## src/hw/rtl/yuyvbgr_pkg.sv

```systemverilog
// shared types and constants of the yuyv to bgr24 converter
package yuyvbgr_pkg;

   localparam int PIX_W   = 8;
   localparam int DIFF_W  = PIX_W + 1;
   localparam int Q_SHIFT = 12;
   localparam int SUM_W   = 22;
   localparam int CLIP_W  = SUM_W - Q_SHIFT;
   localparam int COEF_W  = 14;

   // signed q12 coefficients, rounded to nearest
   localparam logic signed [COEF_W-1:0] K_RCR = 14'sd5761;
   localparam logic signed [COEF_W-1:0] K_GCB = 14'sd1415;
   localparam logic signed [COEF_W-1:0] K_GCR = 14'sd2936;
   localparam logic signed [COEF_W-1:0] K_BCB = 14'sd7287;

   localparam logic [PIX_W-1:0] CHROMA_MID = 8'd128;
   localparam logic [PIX_W-1:0] PIX_MAX    = 8'd255;

   typedef struct packed {
      logic [PIX_W-1:0] luma_first;
      logic [PIX_W-1:0] chroma_blue;
      logic [PIX_W-1:0] luma_second;
      logic [PIX_W-1:0] chroma_red;
      logic             frame_end_in;
   } req_type;

   typedef struct packed {
      logic [PIX_W-1:0] blue_first;
      logic [PIX_W-1:0] green_first;
      logic [PIX_W-1:0] red_first;
      logic [PIX_W-1:0] blue_second;
      logic [PIX_W-1:0] green_second;
      logic [PIX_W-1:0] red_second;
      logic             frame_end_out;
   } rsp_type;

   // stage 1: luma and centered chroma
   typedef struct packed {
      logic [PIX_W-1:0]         luma0;
      logic [PIX_W-1:0]         luma1;
      logic signed [DIFF_W-1:0] db;
      logic signed [DIFF_W-1:0] dr;
      logic                     last;
   } st1_type;

   // stage 2: chroma products
   typedef struct packed {
      logic [PIX_W-1:0]        luma0;
      logic [PIX_W-1:0]        luma1;
      logic signed [SUM_W-1:0] p_b;
      logic signed [SUM_W-1:0] p_gb;
      logic signed [SUM_W-1:0] p_gr;
      logic signed [SUM_W-1:0] p_r;
      logic                    last;
   } st2_type;

   // stage 3: floored channel values before clamping
   typedef struct packed {
      logic signed [CLIP_W-1:0] b0;
      logic signed [CLIP_W-1:0] g0;
      logic signed [CLIP_W-1:0] r0;
      logic signed [CLIP_W-1:0] b1;
      logic signed [CLIP_W-1:0] g1;
      logic signed [CLIP_W-1:0] r1;
      logic                     last;
   } st3_type;

endpackage

```

## src/hw/rtl/yuyv_to_bgr24_converter_unit.sv

```systemverilog
// yuyv macropixel to two bgr24 pixels, four-stage pipeline
// a request enters stage one at its accept edge and moves through the stages in order
// (chroma center, multiply, add and floor, clamp into the output register)
// throughput: one request per cycle while the output is not stalled; each stage loads when empty or when the
// stage after it moves, so a stalled output backs up without loss
// reset: synchronous, active high, clears the stage valid bits only
module yuyv_to_bgr24_converter_unit
   import yuyvbgr_pkg::*;
(
   input  logic    clock,
   input  logic    reset,
   input  logic    req_valid,
   output logic    req_ready,
   input  req_type req_data,
   output logic    rsp_valid,
   input  logic    rsp_ready,
   output rsp_type rsp_data
);

   logic    v1_ff, v2_ff, v3_ff, v4_ff;
   logic    v1_in, v2_in, v3_in, v4_in;
   logic    en1, en2, en3, en4;
   st1_type s1_ff, s1_in;
   st2_type s2_ff, s2_in;
   st3_type s3_ff, s3_in;
   rsp_type s4_ff, s4_in;

   logic signed [SUM_W-1:0] base0, base1;
   logic signed [SUM_W-1:0] sb0, sg0, sr0, sb1, sg1, sr1;

   function automatic logic [PIX_W-1:0] clamp_pix(input logic signed [CLIP_W-1:0] v);
      logic [PIX_W-1:0] res;
      if (v < 0) begin
         res = '0;
      end else if (v > $signed({{(CLIP_W-PIX_W){1'b0}}, PIX_MAX})) begin
         res = PIX_MAX;
      end else begin
         res = v[PIX_W-1:0];
      end
      return res;
   endfunction

   // load enables ripple back from the output
   assign en4 = !v4_ff || rsp_ready;
   assign en3 = !v3_ff || en4;
   assign en2 = !v2_ff || en3;
   assign en1 = !v1_ff || en2;

   assign req_ready = en1;
   assign rsp_valid = v4_ff;
   assign rsp_data  = s4_ff;

   assign v1_in = en1 ? req_valid : v1_ff;
   assign v2_in = en2 ? v1_ff : v2_ff;
   assign v3_in = en3 ? v2_ff : v3_ff;
   assign v4_in = en4 ? v3_ff : v4_ff;

   always_comb begin
      s1_in.luma0 = req_data.luma_first;
      s1_in.luma1 = req_data.luma_second;
      s1_in.db    = $signed({1'b0, req_data.chroma_blue}) - $signed({1'b0, CHROMA_MID});
      s1_in.dr    = $signed({1'b0, req_data.chroma_red}) - $signed({1'b0, CHROMA_MID});
      s1_in.last  = req_data.frame_end_in;
   end

   always_comb begin
      s2_in.luma0 = s1_ff.luma0;
      s2_in.luma1 = s1_ff.luma1;
      s2_in.p_b   = SUM_W'(K_BCB * s1_ff.db);
      s2_in.p_gb  = SUM_W'(K_GCB * s1_ff.db);
      s2_in.p_gr  = SUM_W'(K_GCR * s1_ff.dr);
      s2_in.p_r   = SUM_W'(K_RCR * s1_ff.dr);
      s2_in.last  = s1_ff.last;
   end

   // upper bits of the sum are the floor of sum / 4096
   always_comb begin
      base0 = $signed({{(SUM_W-PIX_W-Q_SHIFT){1'b0}}, s2_ff.luma0, {Q_SHIFT{1'b0}}});
      base1 = $signed({{(SUM_W-PIX_W-Q_SHIFT){1'b0}}, s2_ff.luma1, {Q_SHIFT{1'b0}}});
      sb0   = base0 + s2_ff.p_b;
      sg0   = base0 - s2_ff.p_gb - s2_ff.p_gr;
      sr0   = base0 + s2_ff.p_r;
      sb1   = base1 + s2_ff.p_b;
      sg1   = base1 - s2_ff.p_gb - s2_ff.p_gr;
      sr1   = base1 + s2_ff.p_r;
      s3_in.b0   = sb0[SUM_W-1:Q_SHIFT];
      s3_in.g0   = sg0[SUM_W-1:Q_SHIFT];
      s3_in.r0   = sr0[SUM_W-1:Q_SHIFT];
      s3_in.b1   = sb1[SUM_W-1:Q_SHIFT];
      s3_in.g1   = sg1[SUM_W-1:Q_SHIFT];
      s3_in.r1   = sr1[SUM_W-1:Q_SHIFT];
      s3_in.last = s2_ff.last;
   end

   always_comb begin
      s4_in.blue_first    = clamp_pix(s3_ff.b0);
      s4_in.green_first   = clamp_pix(s3_ff.g0);
      s4_in.red_first     = clamp_pix(s3_ff.r0);
      s4_in.blue_second   = clamp_pix(s3_ff.b1);
      s4_in.green_second  = clamp_pix(s3_ff.g1);
      s4_in.red_second    = clamp_pix(s3_ff.r1);
      s4_in.frame_end_out = s3_ff.last;
   end

   always_ff @(posedge clock) begin
      if (reset) begin
         v1_ff <= 1'b0;
         v2_ff <= 1'b0;
         v3_ff <= 1'b0;
         v4_ff <= 1'b0;
      end else begin
         v1_ff <= v1_in;
         v2_ff <= v2_in;
         v3_ff <= v3_in;
         v4_ff <= v4_in;
      end
   end

   always_ff @(posedge clock) begin
      if (en1) begin
         s1_ff <= s1_in;
      end
      if (en2) begin
         s2_ff <= s2_in;
      end
      if (en3) begin
         s3_ff <= s3_in;
      end
      if (en4) begin
         s4_ff <= s4_in;
      end
   end

   // full pipe with a stalled output takes no new request
   a_full_stall: assert property (@(posedge clock) disable iff (reset)
      (v1_ff && v2_ff && v3_ff && v4_ff && !rsp_ready) |-> !req_ready)
      else $error("request taken while pipeline full and stalled");

   // a held stage keeps its item
   a_hold_s2: assert property (@(posedge clock) disable iff (reset)
      (v2_ff && !en2) |=> (v2_ff && $stable(s2_ff)))
      else $error("stage two lost an item during stall");

   // an item moving into the output register shows up as a response
   a_out_load: assert property (@(posedge clock) disable iff (reset)
      (v3_ff && en4) |=> rsp_valid)
      else $error("item lost on the way to the output");

   // negative blue of the first pixel clamps to zero
   a_clamp_low: assert property (@(posedge clock) disable iff (reset)
      (v3_ff && en4 && s3_ff.b0 < 0) |=> (rsp_data.blue_first == '0))
      else $error("negative blue not clamped to zero");

endmodule

```

## config.mk

```make
export PLATFORM = sky130hd
export DESIGN_NAME = yuyv_to_bgr24_converter_unit
export DESIGN_NICKNAME = d
export VERILOG_FILES = /design/src/hw/rtl/yuyvbgr_pkg.sv /design/src/hw/rtl/yuyv_to_bgr24_converter_unit.sv
export SDC_FILE = /design/constraint.sdc
export NUM_CORES = 1
export LEC_CHECK = 0
export BUFFER_PORTS_ARGS = -buffer_cell sky130_fd_sc_hd__clkbuf_2
export CELL_PAD_IN_SITES_DETAIL_PLACEMENT = 1
export CELL_PAD_IN_SITES_GLOBAL_PLACEMENT = 1
export CORE_MARGIN = 4
export CORE_UTILIZATION = 50
export CTS_CLUSTER_DIAMETER = 40
export DETAILED_ROUTE_END_ITERATION = 10
export HOLD_SLACK_MARGIN = 0.03
export PLACE_DENSITY = 0.88
export SYNTH_ARGS = -nofsm -noshare
export SYNTH_HDL_FRONTEND = slang
export SYNTH_SLANG_ARGS = --single-unit
```

## constraint.sdc

```tcl
create_clock -name clock -period 15 [get_ports clock]
set_input_delay 0 -clock clock [delete_from_list [all_inputs] [get_ports clock]]
set_output_delay 0 -clock clock [all_outputs]
set_load 0.005 [all_outputs]
```

==> impl_metrics.env <==
export IMPL_cp_num_buf_inv=3
export IMPL_pre_cts_ws_ns=9.43
export IMPL_end_kind="flop"
export IMPL_total_leakage_power_nw=9.19
export IMPL_vias=11400
export IMPL_grt_ovfl_total=0
export IMPL_finalNetCount=2005
export IMPL_viasPerCell=5.53
export IMPL_io_buffers=87
export IMPL_antenna_found_initial=0
export IMPL_multi_input_area_um2=9010
export IMPL_cts_max_path_buffers=3
export IMPL_path_class="reg -> reg"
export IMPL_rsz0062_at_grt="false"
export IMPL_cts_resized=0
export IMPL_clock_root_buffer="clkbuf_16"
export IMPL_whs_ns=0.187
export IMPL_design_area_um2=19200
export IMPL_clk_latency_ns=0.53
export IMPL_ir_drop_v=0.0000977
export IMPL_dp_hpwl_um=32000
export IMPL_placed_area_um2=17600
export IMPL_netlist_instances=1445
export IMPL_grt_pass1_vias=12700
export IMPL_crit_arrival_ns=5.94
export IMPL_first_pass_iters=5
export IMPL_worst_path_max_fanout=17
export IMPL_holdBufCountCts=38
export IMPL_cp_top_family="adder cells"
export IMPL_clkSinkCount=224
export IMPL_numCtsBuffers=36
export IMPL_core_area_um2=32700
export IMPL_cpMaxStageDelayCell="edfxtp_1"
export IMPL_yosys_register_bits=224
export IMPL_finalSetupViolCount=0
export IMPL_ios=88
export IMPL_yosysUniqueCellTypes=65
export IMPL_fmax_ghz=0.177
export IMPL_cp_cell_sequence="inv_1, ha_1, ha_1, inv_1, fa_1, inv_1, fa_1, fa_1, ha_1, o21ai_0, a21oi_1, o21ai_0, a31oi_1, o21ai_1, nor2_1, a211o_1"
export IMPL_critical_path_max_stage_delay_ns=0.91
export IMPL_fill_cells=3430
export IMPL_synth_main_ff_cell="edfxtp_1"
export IMPL_regArea_um2=6690
export IMPL_fin_crit_sh=0.377
export IMPL_setup_tns_ns=0
export IMPL_dieArea_um2=36300
export IMPL_yosysWarnings=0
export IMPL_pwr_density_cell_nw_per_um2=223
export IMPL_seq_area_frac_synth=0.401
export IMPL_dp_cells=1956
export IMPL_drc=0
export IMPL_status="finished clean"
export IMPL_gp_congestion=0.897
export IMPL_start_util=0.510
export IMPL_layout_cells_non_filler=2058
export IMPL_rows=66
export IMPL_grt_max_degree=78
export IMPL_final_cell_mix="ha_1, inv_1, edfxtp_1"
export IMPL_area_growth_pct=14.9
export IMPL_clkSlewWorstSetupHoldPaths_ns=0.06
export IMPL_synth_area_per_cell_um2=11.5
export IMPL_period_needed_ns=5.66
export IMPL_final_antenna_net_count=0
export IMPL_cts_tree="yes"
export IMPL_antenna_cells=0
export IMPL_final_max_slew_violation_count=0
export IMPL_die_h_um=191
export IMPL_synth_fp_nets=1860
export IMPL_grt_pass1_wl_um=68500
export IMPL_cap_violations=0
export IMPL_fin_ws_ns=9.34
export IMPL_wl_per_cell_um=20.6
export IMPL_skew_ns=0.0274
export IMPL_cts_setup_buffers=0
export IMPL_grtUsageTotal=0.240
export IMPL_hp_class="in -> reg"
export IMPL_drive_above_1_share=0.101
export IMPL_hold_viol=0
export IMPL_synth_edf_count=220
export IMPL_slew_headroom=0.308
export IMPL_async_flop_share=0
export IMPL_tightest_slew_ns=1.04
export IMPL_layout_commonest_cell="ha_1"
export IMPL_first_iter_violations=601
export IMPL_critical_path_required_ns=15.28
export IMPL_startpoint_type="flop"
export IMPL_totalWireLength_um=42500
export IMPL_die_width_um=191
export IMPL_cts_htree_levels=2
export IMPL_netlist_area_um2=16700
==> layout make-up <==
class                      count  area share
multi-input combinational    959       0.470
clock buffer                  45      0.0499
sequential                   224       0.349
clock inverter                19      0.0114
tap                          442      0.0289
timing repair buffer         127      0.0434
inverter                     242      0.0474
==> power breakdown <==
group	internal, W	switching, W
sequential	0.00107	0.000140
combinational	0.000935	0.00130
clock	0.000522	0.000303
total	0.00253	0.00174
==> Yosys cell counts, types with 4 or more instances <==
cell type / n / share of area
a211oi_1: 5 / 0.0023
a21o_1: 37 / 0.017
a21oi_1: 61 / 0.018
a31oi_1: 12 / 0.0045
a41oi_1: 4 / 0.0021
and3_1: 5 / 0.0019
clkbuf_1: 17 / 0.0038
dfxtp_1: 4 / 0.0048
edfxtp_1: 220 / 0.40
fa_1: 102 / 0.12
ha_1: 276 / 0.21
inv_1: 242 / 0.054
mux2i_1: 4 / 0.0024
nand2_1: 32 / 0.0072
nand2b_1: 5 / 0.0019
nand3_1: 16 / 0.0048
nand4_1: 9 / 0.0034
nor2_1: 154 / 0.035
nor3_1: 15 / 0.0045
nor4_1: 4 / 0.0015
o21a_1: 7 / 0.0032
o21ai_0: 23 / 0.0069
o21bai_1: 27 / 0.012
o41ai_1: 4 / 0.0021
or2_2: 9 / 0.0034
or3_1: 4 / 0.0015
or4_1: 4 / 0.0018
xnor2_1: 61 / 0.032
xor2_1: 24 / 0.013
==> final timing paths <==
path	start	cells past startpoint	to	slack (ns)
setup / recovery	s1_ff[17]$_DFFE_PP_	16	s2_ff[88]$_DFFE_PP_	9.34
hold / removal	req_data[32]	2	s1_ff[34]$_DFFE_PP_	0.19
setup reg to reg	s1_ff[17]$_DFFE_PP_	16	s2_ff[88]$_DFFE_PP_	9.34
hold reg to reg	s1_ff[19]$_DFFE_PP_	0	base1[12]$_DFFE_PP_	0.42
==> kinds of logic after synthesis <==
| family | Yosys count | synth area share |
|---|---|---|
| compound gates | 220 | 0.0899 |
| flops | 224 | 0.401 |
| buf+inv | 262 | 0.0593 |
| mux | 4 | 0.00240 |
| xor+xnor | 85 | 0.0446 |
| simple gates | 272 | 0.0734 |
| fa+ha+maj | 378 | 0.329 |
==> registers in the layout, indices dropped and copies added, names as in the netlist <==
| name | count |
|---|---|
| v1_ff | 1 |
| s2_ff | 61 |
| rsp_valid | 1 |
| v3_ff | 1 |
| rsp_data | 49 |
| base1 | 8 |
| v2_ff | 1 |
| s1_ff | 33 |
| s3_ff | 61 |
| base0 | 8 |
==> per-stage QoR <==
stage / power, W / util
finish: 0.00427 / 0.586
global route: 0.00460 / 0.586
CTS: 0.00425 / 0.586
detailed placement: 0.00336 / 0.538
global placement: 0.00318 / 0.538
floorplan: 0.00272 / -
==> layer usage <==
metal / vias up / wire, um / track usage
li1: 5296 / - / -
met1: 5666 / 16800 / 0.286
met2: 311 / 21700 / 0.427
met3: 117 / 1880 / 0.0399
met4: 0 / 2130 / 0.108
met5: - / 0 / 0
Note: power is estimated with default switching activity, not from simulation.
